$ cat config.mk
export PLATFORM = sky130hd
export DESIGN_NAME = at_response_parser
export DESIGN_NICKNAME = d
export VERILOG_FILES = /design/src/design/atrp_pkg.sv /design/src/design/at_response_parser.sv
export SDC_FILE = /design/constraint.sdc
export NUM_CORES = 1
export LEC_CHECK = 0
export ABC_AREA = 1
export BUFFER_PORTS_ARGS = -buffer_cell sky130_fd_sc_hd__buf_2
export CORE_UTILIZATION = 52
export CTS_CLUSTER_DIAMETER = 150
export CTS_CLUSTER_SIZE = 24
export DETAILED_ROUTE_END_ITERATION = 8
export PLACE_DENSITY = 0.82
export SLEW_MARGIN = 25
export SYNTH_ARGS = -nofsm -noshare
export SYNTH_HDL_FRONTEND = slang
export SYNTH_SLANG_ARGS = --single-unit
$ cat constraint.sdc
create_clock -name clk -period 1.9 [get_ports clk]
set_input_delay 0.095 -clock clk [delete_from_list [all_inputs] [get_ports clk]]
set_output_delay 0.095 -clock clk [all_outputs]
set_load 0.005 [all_outputs]
$ cat src/design/atrp_pkg.sv
// Package with the types, character codes and limits of the modem reply parser.
`timescale 1ns / 1ps

package atrp_pkg;

    // Reply limits.
    localparam int unsigned MAX_LINES  = 1024;
    localparam int unsigned LINE_CHARS = 127;

    // Field and counter widths.
    localparam int unsigned BYTE_W  = 8;
    localparam int unsigned STAT_W  = 2;
    localparam int unsigned LIDX_W  = 10;
    localparam int unsigned COL_W   = 7;
    localparam int unsigned LINES_W = 11;

    // Character codes.
    localparam logic [BYTE_W-1:0] CH_CR    = 8'h0D;
    localparam logic [BYTE_W-1:0] CH_LF    = 8'h0A;
    localparam logic [BYTE_W-1:0] CH_SPACE = 8'h20;
    localparam logic [BYTE_W-1:0] CH_DEL   = 8'h7F;
    localparam logic [BYTE_W-1:0] CH_O     = 8'h4F;
    localparam logic [BYTE_W-1:0] CH_K     = 8'h4B;
    localparam logic [BYTE_W-1:0] CH_E     = 8'h45;
    localparam logic [BYTE_W-1:0] CH_R     = 8'h52;
    localparam logic [BYTE_W-1:0] CH_PLUS  = 8'h2B;

    // Reply status codes.
    typedef enum logic [STAT_W-1:0] {
        ST_PENDING   = 2'd0,
        ST_COMPLETE  = 2'd1,
        ST_MALFORMED = 2'd2
    } status_t;

    // Final text kind.
    typedef enum logic {
        KIND_OK    = 1'b0,
        KIND_ERROR = 1'b1
    } kind_t;

    // Parser phases.
    typedef enum logic [4:0] {
        PH_IDLE, PH_OPEN_LF, PH_FIRST, PH_O, PH_OK_CR, PH_OK_LF,
        PH_E, PH_ER, PH_ERR, PH_ERRO, PH_ERROR_CR, PH_ERROR_LF,
        PH_PLUS, PH_TEXT, PH_LINE_LF, PH_AFTER_LINE, PH_BLANK_LF, PH_FINAL
    } phase_t;

endpackage

$ cat src/design/at_response_parser.sv
// Top level of the modem reply parser: phase machine, counters and result register.
// A result word is registered and appears in the cycle after its input byte is accepted.
// Throughput: one byte per cycle unless stalled; the phase machine and both counters update together.
// A new byte enters in the same cycle that the previous result is taken; a stalled result
// stalls the input.
// Reset (rst_n low, asynchronous) returns the parser to idle, clears both counters and
// empties the result register.
`timescale 1ns / 1ps

module at_response_parser
    import atrp_pkg::*;
(
    input  logic              clk,
    input  logic              rst_n,
    input  logic              in_valid,
    output logic              in_stall,
    input  logic [BYTE_W-1:0] rx_byte,
    output logic              out_valid,
    input  logic              out_stall,
    output logic [STAT_W-1:0] status,
    output logic              reply_kind,
    output logic              char_valid,
    output logic [BYTE_W-1:0] payload_char,
    output logic [LIDX_W-1:0] line_index,
    output logic [COL_W-1:0]  column,
    output logic [LINES_W-1:0] line_total
);

    localparam logic [LINES_W-1:0] MAX_LINES_C  = LINES_W'(MAX_LINES);
    localparam logic [COL_W-1:0]   LINE_CHARS_C = COL_W'(LINE_CHARS);

    phase_t              phase_reg, phase_next;
    logic [LINES_W-1:0]  lines_reg, lines_next;
    logic [COL_W-1:0]    col_reg, col_next;
    logic                out_valid_reg, out_valid_next;
    status_t             status_reg, status_next;
    kind_t               kind_reg, kind_next;
    logic                cvalid_reg, cvalid_next;
    logic [BYTE_W-1:0]   pchar_reg, pchar_next;
    logic [LIDX_W-1:0]   lidx_reg, lidx_next;
    logic [COL_W-1:0]    colout_reg, colout_next;
    logic [LINES_W-1:0]  total_reg, total_next;

    logic accept;
    logic bad;
    logic printable;
    logic done;

    // Handshake: the result register holds until taken.
    assign in_stall = out_valid_reg & out_stall;
    assign accept   = in_valid & ~in_stall;

    assign printable = (rx_byte >= CH_SPACE) && (rx_byte < CH_DEL);

    // Next phase and error detection.
    always_comb
    begin
        phase_next = phase_reg;
        bad        = 1'b0;
        done       = 1'b0;
        unique case (phase_reg) inside
            PH_IDLE:
            begin
                if (rx_byte == CH_CR) phase_next = PH_OPEN_LF;
            end
            PH_OPEN_LF:
            begin
                if (rx_byte == CH_LF) phase_next = PH_FIRST; else bad = 1'b1;
            end
            PH_FIRST, PH_AFTER_LINE:
            begin
                if (phase_reg == PH_FIRST && rx_byte == CH_O) phase_next = PH_O;
                else if (phase_reg == PH_FIRST && rx_byte == CH_E) phase_next = PH_E;
                else if (phase_reg == PH_AFTER_LINE && rx_byte == CH_CR)
                    phase_next = PH_BLANK_LF;
                else if (rx_byte == CH_PLUS && lines_reg < MAX_LINES_C) phase_next = PH_PLUS;
                else bad = 1'b1;
            end
            PH_O:
            begin
                if (rx_byte == CH_K) phase_next = PH_OK_CR; else bad = 1'b1;
            end
            PH_OK_CR:
            begin
                if (rx_byte == CH_CR) phase_next = PH_OK_LF; else bad = 1'b1;
            end
            PH_E:
            begin
                if (rx_byte == CH_R) phase_next = PH_ER; else bad = 1'b1;
            end
            PH_ER:
            begin
                if (rx_byte == CH_R) phase_next = PH_ERR; else bad = 1'b1;
            end
            PH_ERR:
            begin
                if (rx_byte == CH_O) phase_next = PH_ERRO; else bad = 1'b1;
            end
            PH_ERRO:
            begin
                if (rx_byte == CH_R) phase_next = PH_ERROR_CR; else bad = 1'b1;
            end
            PH_ERROR_CR:
            begin
                if (rx_byte == CH_CR) phase_next = PH_ERROR_LF; else bad = 1'b1;
            end
            PH_OK_LF, PH_ERROR_LF:
            begin
                if (rx_byte == CH_LF)
                begin
                    done       = 1'b1;
                    phase_next = PH_IDLE;
                end
                else bad = 1'b1;
            end
            PH_PLUS, PH_TEXT:
            begin
                if (phase_reg == PH_TEXT && rx_byte == CH_CR) phase_next = PH_LINE_LF;
                else if (printable && col_reg < LINE_CHARS_C) phase_next = PH_TEXT;
                else bad = 1'b1;
            end
            PH_LINE_LF:
            begin
                if (rx_byte == CH_LF) phase_next = PH_AFTER_LINE; else bad = 1'b1;
            end
            PH_BLANK_LF:
            begin
                if (rx_byte == CH_LF) phase_next = PH_FINAL; else bad = 1'b1;
            end
            PH_FINAL:
            begin
                if (rx_byte == CH_O) phase_next = PH_O;
                else if (rx_byte == CH_E) phase_next = PH_E;
                else bad = 1'b1;
            end
            default:
            begin
                phase_next = PH_IDLE;
            end
        endcase
        if (bad) phase_next = PH_IDLE;
    end

    // Counters and result fields.
    always_comb
    begin
        lines_next  = lines_reg;
        col_next    = col_reg;
        status_next = ST_PENDING;
        kind_next   = KIND_OK;
        cvalid_next = 1'b0;
        pchar_next  = '0;
        lidx_next   = '0;
        colout_next = '0;
        total_next  = '0;
        if (bad)
        begin
            status_next = ST_MALFORMED;
            lines_next  = '0;
            col_next    = '0;
        end
        else if (done)
        begin
            status_next = ST_COMPLETE;
            kind_next   = (phase_reg == PH_ERROR_LF) ? KIND_ERROR : KIND_OK;
            total_next  = lines_reg;
            lines_next  = '0;
            col_next    = '0;
        end
        else if (phase_next == PH_PLUS)
        begin
            // A new '+' line begins.
            lines_next = lines_reg + LINES_W'(1);
            col_next   = '0;
        end
        else if (phase_next == PH_TEXT)
        begin
            // Captured payload character.
            cvalid_next = 1'b1;
            pchar_next  = rx_byte;
            lidx_next   = LIDX_W'(lines_reg - LINES_W'(1));
            colout_next = col_reg;
            col_next    = col_reg + COL_W'(1);
        end
        else if (phase_reg > PH_ERROR_LF || phase_reg == PH_IDLE)
        begin
            // Unknown phase codes fall back to idle with clear counters, and idle keeps them clear.
            if (phase_next == PH_IDLE)
            begin
                lines_next = '0;
                col_next   = '0;
            end
        end
    end

    // Result register occupancy.
    always_comb
    begin
        if (accept) out_valid_next = 1'b1;
        else if (!out_stall) out_valid_next = 1'b0;
        else out_valid_next = out_valid_reg;
    end

    // Control state.
    always_ff @(posedge clk or negedge rst_n)
    begin
        if (!rst_n)
        begin
            phase_reg     <= PH_IDLE;
            lines_reg     <= '0;
            col_reg       <= '0;
            out_valid_reg <= 1'b0;
        end
        else
        begin
            out_valid_reg <= out_valid_next;
            if (accept)
            begin
                phase_reg <= phase_next;
                lines_reg <= lines_next;
                col_reg   <= col_next;
            end
        end
    end

    // Result payload.
    always_ff @(posedge clk)
    begin
        if (accept)
        begin
            status_reg <= status_next;
            kind_reg   <= kind_next;
            cvalid_reg <= cvalid_next;
            pchar_reg  <= pchar_next;
            lidx_reg   <= lidx_next;
            colout_reg <= colout_next;
            total_reg  <= total_next;
        end
    end

    assign out_valid    = out_valid_reg;
    assign status       = status_reg;
    assign reply_kind   = kind_reg;
    assign char_valid   = cvalid_reg;
    assign payload_char = pchar_reg;
    assign line_index   = lidx_reg;
    assign column       = colout_reg;
    assign line_total   = total_reg;

endmodule

* Word level (Yosys, flattened, before mapping)
Index checks and enable logic that the tools add are counted.
Operators by class: bitwise logic cells 5, $lt $le $gt $ge 5, mux-type cells 55, add/sub/neg operators 3, equality and inequality tests 28, reductions and logical operators 25
Operators with widths (count):
- two-way mux 5 bit | 21
- one-hot mux 5 bit (15 select lines) | 1
- two-way mux 11 bit | 6
- == test 5 x 4 -> 1 bit, second input constant | 10
- two-way mux 7 bit | 6
- == test 8 x 7 -> 1 bit, second input constant | 4
- == test 5 x 3 -> 1 bit, second input constant | 4
- two-way mux 1 bit | 20
- == test 8 x 4 -> 1 bit, second input constant | 2
- adder 11 x 1 -> 11 bit, second input constant | 1
- < comparator 11 bit, second input constant | 1
- == test 5 x 2 -> 1 bit, second input constant | 2
- == test 5 bit, second input constant | 2
- zero test 5 bit | 2
- nonzero test 5 bit | 2
- OR reduction 2 bit | 5
- subtractor 10 x 1 -> 10 bit, second input constant | 1
- == test 8 x 6 -> 1 bit, second input constant | 1
- >= comparator 8 x 6 -> 1 bit, second input constant | 1
- < comparator 8 x 7 -> 1 bit, second input constant | 1
- one-hot mux 1 bit (8 select lines) | 1
- nonzero test 4 bit | 2
- adder 7 x 1 -> 7 bit, second input constant | 1
- logical AND 1 bit | 7
- 13 further kinds | 17
Storage, ports and cells: word-level logic and storage cells 132, output and inout bits 42, register bits after elaboration 64

* Logic depth before layout (Yosys ltp)
Gate-level depths: netlist (run 1).
word-level depth 15, mapped depth 18, depth with buffers taken out 17

* Worst setup path after synthesis (run 1)
No wires, ideal clock.
path kind register -> register, start register out_valid_reg (netlist: out_valid), end register cvalid_reg (netlist: char_valid) (enable), setup slack -94 ps, period minus slack after synthesis 1994 ps, data required time 1518 ps, cell stages (with the launch flop) 6, data arrival time 1612 ps, setup time 382 ps, path through dfrtp_1 nand2_1 inv_1 nor2_1 clkbuf_1 buf_2
On the way: longest elaborated chain between the ends 3
RTL lines:
- from (decl) | RTL line at_response_parser.sv:35 | logic out_valid_reg, out_valid_next;
- from (signal assigned) | RTL line at_response_parser.sv:216 | out_valid_reg <= out_valid_next;
- AND 1 bit | RTL line at_response_parser.sv:50 | assign in_stall = out_valid_reg & out_stall;
- via in_stall | RTL line at_response_parser.sv:16 | output logic in_stall,
- NOT 1 bit | RTL line at_response_parser.sv:51 | assign accept = in_valid & ~in_stall;
- AND 1 bit | RTL line at_response_parser.sv:51
- via accept | RTL line at_response_parser.sv:44 | logic accept;
- to (signal assigned) | RTL line at_response_parser.sv:233 | cvalid_reg <= cvalid_next;
- to (decl) | RTL line at_response_parser.sv:38 | logic cvalid_reg, cvalid_next;
The timed path passes the listed nets, and every way through them passes these cells. A chain may end at the register's enable or synchronous reset.

* Worst setup path after layout (run 1)
start register phase_reg[1], end register lines_reg[6]
On the way: longest elaborated chain between the ends 11, elaborated cells on any way between the ends 68, those cells by class order compare: 1; eq/ne: 20; mux: 31; reduce/logical: 16
RTL lines:
- from (decl) | RTL line at_response_parser.sv:32 | phase_t phase_reg, phase_next;
- from (signal assigned) | RTL line at_response_parser.sv:219 | phase_reg <= phase_next;
- == test 5 x 4 -> 1 bit | RTL line at_response_parser.sv:74 | else if (phase_reg == PH_AFTER_LINE && rx_byte == CH_CR)
- logical AND 1 bit | RTL line at_response_parser.sv:74
- two-way mux 5 bit or two-way mux 1 bit (tied branches) | RTL line at_response_parser.sv:74
- two-way mux 5 bit or two-way mux 1 bit (tied branches) | RTL line at_response_parser.sv:73 | else if (phase_reg == PH_FIRST && rx_byte == CH_E) phase_next = PH_E;
- two-way mux 5 bit or two-way mux 1 bit (tied branches) | RTL line at_response_parser.sv:72 | if (phase_reg == PH_FIRST && rx_byte == CH_O) phase_next = PH_O;
- one-hot mux 5 bit (15 select lines) or one-hot mux 1 bit (8 select lines) (tied branches) | RTL line at_response_parser.sv:61 | unique case (phase_reg) inside
- two-way mux 5 bit | RTL line at_response_parser.sv:141 | if (bad) phase_next = PH_IDLE;
- == test 5 x 4 -> 1 bit | RTL line at_response_parser.sv:170 | else if (phase_next == PH_PLUS)
- two-way mux 11 bit | RTL line at_response_parser.sv:170
- two-way mux 11 bit | RTL line at_response_parser.sv:162 | else if (done)
- two-way mux 11 bit | RTL line at_response_parser.sv:156 | if (bad)
- to (signal assigned) | RTL line at_response_parser.sv:220 | lines_reg <= lines_next;
- to (decl) | RTL line at_response_parser.sv:33 | logic [LINES_W-1:0] lines_reg, lines_next;
Parallel ways exist; a longest one is shown, timed or not.

==> results of run 1 <==
[stage by stage]
stage | total power [mW] | hold slack [ns] | cell area, um^2 | TNS (ns)
6_report | 5.06 | 0.159 | 5720 | -6.63
5_1_grt | 5.22 | 0.179 | 5720 | -9.93
4_1_cts | 4.47 | 0.157 | 5200 | -3.78
3_5_place_dp | 2.92 | 0.123 | 4800 | -6.50
3_3_place_gp | 2.89 | 0.117 | 4800 | -6.35
2_1_floorplan | 2.37 | -0.201 | 3840 | 0
[worst reg2reg max path, cell delays in order (launching register included)]
cell,delay [ns]
dfrtp_2,0.46
buf_4,0.17
nor2_4,0.17
nand2_1,0.09
inv_2,0.08
nand2_2,0.08
nand2_2,0.12
o21ai_0,0.08
nand2_1,0.10
nand2_2,0.09
o21ai_4,0.20
nand2_2,0.13
buf_6,0.15
nor2_1,0.11
nand3_1,0.10
nand2_1,0.08
[synth_stat cells, types with 3 or more instances]
cell type and count:
o21ai_1 3, inv_2 9, nand2_2 10, nor2_1 102, nor2_2 9, buf_2 3, clkbuf_1 8, nand2_1 136
edfxtp_1 40, nand4_1 4, nand3_2 3, xor2_1 14, o21ai_0 12, dfrtp_1 24, inv_1 52, a21oi_1 6
ha_1 3, nand3_1 55
[cells in the final DEF, fill, tap and decap left out, drive strengths merged]
master | synthesis | layout
a21boi | 1 | 1
a21oi | 6 | 6
and2 | 1 | 1
buf | 6 | 149
bufinv | 0 | 2
clkbuf | 8 | 11
clkinv | 0 | 4
clkinvlp | 0 | 1
conb | 1 | 1
dfrtp | 24 | 24
dlygate4sd3 | 0 | 3
edfxtp | 40 | 40
ha | 3 | 3
inv | 61 | 62
nand2 | 146 | 147
nand3 | 58 | 58
nand3b | 1 | 1
nand4 | 4 | 4
nor2 | 113 | 113
nor3 | 2 | 2
nor3b | 2 | 2
o21ai | 17 | 17
o21bai | 1 | 1
o31ai | 1 | 1
xnor2 | 1 | 1
xor2 | 14 | 14
[final timing paths]
path	from	to	cells past startpoint
max in group asynchronous	rst_n	phase_reg[0]$_DFFE_PN0P_	2
min reg2reg	lines_reg[10]$_DFFE_PN0P_	lines_reg[10]$_DFFE_PN0P_	2
max reg2reg	phase_reg[1]$_DFFE_PN0P_	lines_reg[6]$_DFFE_PN0P_	15
max	phase_reg[1]$_DFFE_PN0P_	lines_reg[6]$_DFFE_PN0P_	15
min in group asynchronous	rst_n	col_reg[5]$_DFFE_PN0P_	2
min	rx_byte[6]	payload_char[6]$_SDFFCE_PP0P_	3
[layout make-up]
type,count,area [um^2],area share
clock buffers,9,124,0.0217
multi-input cells,373,2140,0.374
inverters,61,241,0.0423
well taps,96,120,0.0210
clock inverters,7,103,0.0180
flip-flops and latches,64,1810,0.316
repair inverters,1,5.00,0.000876
repair buffers,154,1170,0.206
[report_power, final]
group / switching (mW) / internal [mW] / total (mW) / leakage, nW
Sequential: 0.0677 / 1.56 / 1.62 / 0.720
Combinational: 1.16 / 0.889 / 2.05 / 1.98
Clock: 0.637 / 0.752 / 1.39 / 0.110
Total: 1.86 / 3.20 / 5.06 / 2.81
[what timing repair did]
| action | 4_1_cts | 5_1_grt |
|---|---|---|
| setup endpoints to repair | 44 | 47 |
| buffers inserted | 3 | 14 |
| hold buffers | 3 | 0 |
| gates cloned | 1 | 3 |
| endpoints found under the hold margin | 25 | 0 |
| gates resized for setup | 36 | 104 |
| pin swaps | 12 | 24 |
[per-layer routing]
layer | vias to the layer above | global-route usage | wire length (um)
met1 | 2007 | 0.377 | 4810
met2 | 316 | 0.537 | 6850
met5 | - | 0 | 0
met3 | 96 | 0.0641 | 1180
met4 | 0 | 0.185 | 838
li1 | 1926 | - | -
[cell families (layout without fill, tap and decap cells)]
group	after synthesis	count (layout)	synth area share
compound gates	26	26	0.0379
xor+xnor	15	15	0.0343
fa+ha+maj	3	3	0.00980
buf+inv	75	232	0.0784
flops	64	64	0.470
other cells	1	1	0.000978
simple gates	327	328	0.369
==> run_results.csv, run 1 <==
group,metric,value,unit
route,wl_per_cell,17.9,um
power_and_ir_drop,ir_drop,0.721,mV
timing,fin_ws,-0.386,ns
synthesis,synth_area_per_cell,7.50,um^2
route,antenna_left,0,
hold_path,hp-class,"primary input to flip-flop",
worst_setup_path,reg2reg_slack,-0.39,ns
power_and_ir_drop,power.density,885,nW/um^2
clock_network,clk_pin_slew,0.08,ns
worst_setup_path,cpMostUsedCell,"nand2_2",
clock_network,cts_tree,"done",
synthesis,netlist_area,3830,um^2
job,drv_cap,0,
clock_network,cts_buffers,9,
status,status,"complete, but fails checks",
timing,finalSetupViolCount,39,
placement,gp_congestion,1.03,
timing,tightest_slew,0.612,ns
route,drtIter0Drc,387,
synthesis,syn_nets,526,
clock_network,htreeDepth,3,
floorplan,io_pins,54,
timing,report.final.slew_viol_count,0,
synthesis,synth-seq-cells,64,
timing,post-route-period-util,1.20,
placement,pre_cts_slack,-0.368,ns
floorplan,start_util,0.552,
synthesis,synth.distinct_cells,32,
worst_setup_path,worstPathRequired,2.20,ns
final_layout,nets,679,
worst_setup_path,critical-path-top-delay-family,"simple AND/OR/NAND/NOR gates",
route,postRouteWirelength,13.7,mm
final_layout,layout-drive-gt1-share,0.430,
global_routing,grt_pass1_vias,4040,
power_and_ir_drop,leakage,2.81,nW
timing,rsz0062_at_grt,"yes",
clock_network,cts_sinks,64,
final_layout,post-route-util,0.823,
worst_setup_path,worst_path_largest_cell_delay,0.46,ns
route,drc,1,
global_routing,gr-total-overflow,0,
floorplan,num_rows,30,
worst_setup_path,arrival,2.59,ns
synthesis,synthesis.instances,511,
worst_setup_path,worstSetupStartpointType,"flip-flop",
synthesis,yosysTopAreaCell,"edfxtp_1",
worst_setup_path,endpoint_kind,"flip-flop",
route,viasPerCell,5.68,
status,violations,"DRC, setup timing",
clock_network,clkLatencyLatePin,0.37,ns
clock_network,cts-root-buf,"clkbuf_8",
worst_setup_path,cp_cell_sequence,"buf_4 -> nor2_4 -> nand2_1 -> inv_2 -> nand2_2 -> nand2_2 -> o21ai_0 -> nand2_1 -> nand2_2 -> o21ai_4 -> nand2_2 -> buf_6 -> nor2_1 -> nand3_1 -> nand2_1",
worst_setup_path,critPathKind,"flip-flop to flip-flop",
synthesis,async_flop_share,0.375,
timing,skew,0.00914,ns
placement,hpwl,7.89,mm
worst_setup_path,cp_num_buf_inv,3,
synthesis,ys.flop_type,"edfxtp_1",
timing,max_freq,438,MHz
timing,period_needed,2.29,ns
clock_network,clk_path_buf_depth,2,
global_routing,antenna_found_initial,0,
floorplan,die_area,7720,um^2
timing,hold_violations,0,
timing,max_slew_margin,0.592,
worst_setup_path,crit_slowest_cell,"dfrtp_2",
final_layout,area_growth,49.1,%
worst_setup_path,cp_max_fo,7,
final_layout,fillCellCount,355,
synthesis,yosys-top-cells-area,"edfxtp_1, dfrtp_1, nand2_1",
synthesis,synth_top_area_frac,0.313,
global_routing,grt_pass1_wl,18.6,mm
route,dr_total_vias,4345,
floorplan,die_y,87.9,um
floorplan,die_w,87.9,um
synthesis,synth_edf_count,40,
synthesis,yosysSeqAreaShare,0.470,
global_routing,grt_max_degree,25,
synthesis,yosys_warnings,0,
final_layout,finalNonFillerCells,765,
floorplan,fp.coreArea,6940,um^2
placement,dp_cells,727,
global_routing,grt_usage,0.318,
placement,portBuffers,53,
route,drtPass1Iterations,8,
final_layout,num_antenna_cells,0,
No activity file was read; power rests on OpenSTA's default activity.
==> run 2: changes to the inputs <==
ABC_CLOCK_PERIOD_IN_PS = 1900   (was default)
TNS_END_PERCENT = 1   (was default)
==> run_results.csv, run 2 (synthesis gave the netlist of run 1 again) <==
group,metric,value,unit
status,status,"complete, but fails checks",
status,violations,"setup timing",
final_layout,area_growth,38.3,%
worst_setup_path,critPathKind,"flip-flop to flip-flop",
timing,hold_violations,0,
worst_setup_path,reg2reg_from,"phase_reg[0]$_DFFE_PN0P_",
clock_network,cts-root-buf,"clkbuf_8",
worst_setup_path,crit_slowest_cell,"dfrtp_1",
clock_network,cts_sinks,64,
worst_setup_path,arrival,2.41,ns
worst_setup_path,endpoint_kind,"flip-flop",
hold_path,min_from,"rx_byte[6]",
worst_setup_path,worstSetupStartpointType,"flip-flop",
hold_path,hold-path-cell-count,3,
worst_setup_path,worst_path_largest_cell_delay,0.43,ns
worst_setup_path,cp_cell_sequence,"inv_2 -> buf_4 -> nand2_1 -> nand3_1 -> nor2_1 -> nand2_1 -> nor2_2 -> nand3_2 -> o21ai_1 -> nand3_2 -> nand2_4 -> nand2_4 -> nand2_2 -> nand2_2",
worst_setup_path,critical-path-top-delay-family,"simple AND/OR/NAND/NOR gates",
final_layout,layout-drive-gt1-share,0.363,
placement,dp_cells,722,
floorplan,die_y,87.9,um
worst_setup_path,r2r_cells,14,
timing,finalSetupViolCount,20,
final_layout,num_antenna_cells,0,
placement,hpwl,7.66,mm
global_routing,grt.busiest_layer,"met2",
route,drtIter0Drc,325,
timing,max_freq,459,MHz
timing,max_slew_margin,0.545,
global_routing,grt_max_degree,25,
floorplan,die_w,87.9,um
global_routing,grt_pass1_wl,17.0,mm
clock_network,clk_pin_slew,0.08,ns
route,drc,0,
power_and_ir_drop,power.density,879,nW/um^2
clock_network,clk_path_buf_depth,2,
floorplan,start_util,0.552,
placement,portBuffers,53,
floorplan,die_area,7720,um^2
timing,rsz0062_at_grt,"yes",
timing,post-route-period-util,1.15,
timing,period_needed,2.18,ns
timing,skew,0.0137,ns
clock_network,htreeDepth,3,
final_layout,final_common_cell,"nand2_1",
route,wl_per_cell,14.3,um
floorplan,num_rows,30,
job,drv_cap,0,
global_routing,grt_util_met1,0.359,
worst_setup_path,reg2reg_slack,-0.28,ns
route,postRouteWirelength,10.7,mm
final_layout,nets,663,
route,viasPerCell,5.26,
route,drtPass1Iterations,5,
worst_setup_path,cp_max_fo,7,
final_layout,final_cell_mix,"nand2_1, nor2_1, buf_4, buf_2, nand3_1",
clock_network,cts_tree,"done",
placement,pre_cts_slack,-0.326,ns
route,dr_total_vias,3941,
floorplan,fp.coreArea,6940,um^2
timing,tns,-4.62,ns
final_layout,finalNonFillerCells,749,
power_and_ir_drop,leakage,2.63,nW
global_routing,antenna_found_initial,0,
timing,tightest_slew,0.681,ns
floorplan,io_pins,54,
worst_setup_path,cp.depth,14,
placement,gp_congestion,0.977,
worst_setup_path,cp_num_buf_inv,2,
timing,fin_ws,-0.281,ns
timing,report.final.slew_viol_count,0,
worst_setup_path,cp-startpoint,"phase_reg[0]$_DFFE_PN0P_",
global_routing,grtUsageMet3,0.0575,
power_and_ir_drop,ir_drop,0.687,mV
global_routing,grt_usage,0.293,
route,antenna_left,0,
worst_setup_path,worstPathRequired,2.13,ns
clock_network,cts_buffers,9,
hold_path,hp-class,"primary input to flip-flop",
clock_network,clkLatencyLatePin,0.34,ns
global_routing,grt_pass1_vias,3705,
global_routing,gr-total-overflow,0,
global_routing,grt_use_met2,0.493,
==> run 2: per-layer routing <==
metal	share of wire	up-vias
li1	-	1893
met1	0.41	1817
met2	0.49	184
met3	0.065	47
met4	0.036	0
met5	0	-
==> run 2: path summary, 6_finish.rpt <==
kind | to
max reg2reg | col_reg[0]$_DFFE_PN0P_
max | col_reg[0]$_DFFE_PN0P_
min in group asynchronous | col_reg[6]$_DFFE_PN0P_
min reg2reg | lines_reg[8]$_DFFE_PN0P_
min | payload_char[6]$_SDFFCE_PP0P_
max in group asynchronous | phase_reg[1]$_DFFE_PN0P_
==> run 2: repair_timing <==
item,4_1_cts,5_1_grt
setup endpoints to repair,43,48
gates resized for setup,52,14
hold buffers,3,0
pin swaps,21,5
cloned,0,0
endpoints found under the hold margin,25,0
setup buffers,9,0
==> run 2: layout make-up <==
type | instances | area, um^2
clock buffers | 9 | 124
clock inverters | 7 | 101
fillers | 478 | 1640
inverters | 61 | 231
multi-input cells | 372 | 1930
flip-flops and latches | 64 | 1810
well taps | 96 | 120
repair buffers | 140 | 987
==> run 2: worst reg2reg max path: stages (launching register included) <==
cell and delay, ns:
dfrtp_1 0.43, inv_2 0.07, buf_4 0.17, nand2_1 0.09
nand3_1 0.12, nor2_1 0.12, nand2_1 0.07, nor2_2 0.14
nand3_2 0.12, o21ai_1 0.17, nand3_2 0.16, nand2_4 0.14
nand2_4 0.09, nand2_2 0.12, nand2_2 0.06
==> run 2: metrics by stage <==
step                      cell area [um^2]  power [mW]  hold WS [ns]  utilization
final                                 5300        4.66         0.163        0.763
after floorplan                       3830        2.37        -0.201            -
after global placement                4770        2.92         0.113        0.688
after global routing                  5300        4.84         0.156        0.763
after CTS                             5260        4.58         0.159        0.757
after detailed placement              4770        2.96         0.118        0.688
==> run 2: report_power, final <==
part | leakage (nW) | switching [mW] | internal, mW | total [mW]
clock network | 0.107 | 0.590 | 0.752 | 1.34
registers | 0.722 | 0.0617 | 1.56 | 1.62
logic | 1.80 | 0.970 | 0.728 | 1.70
total | 2.63 | 1.62 | 3.04 | 4.66
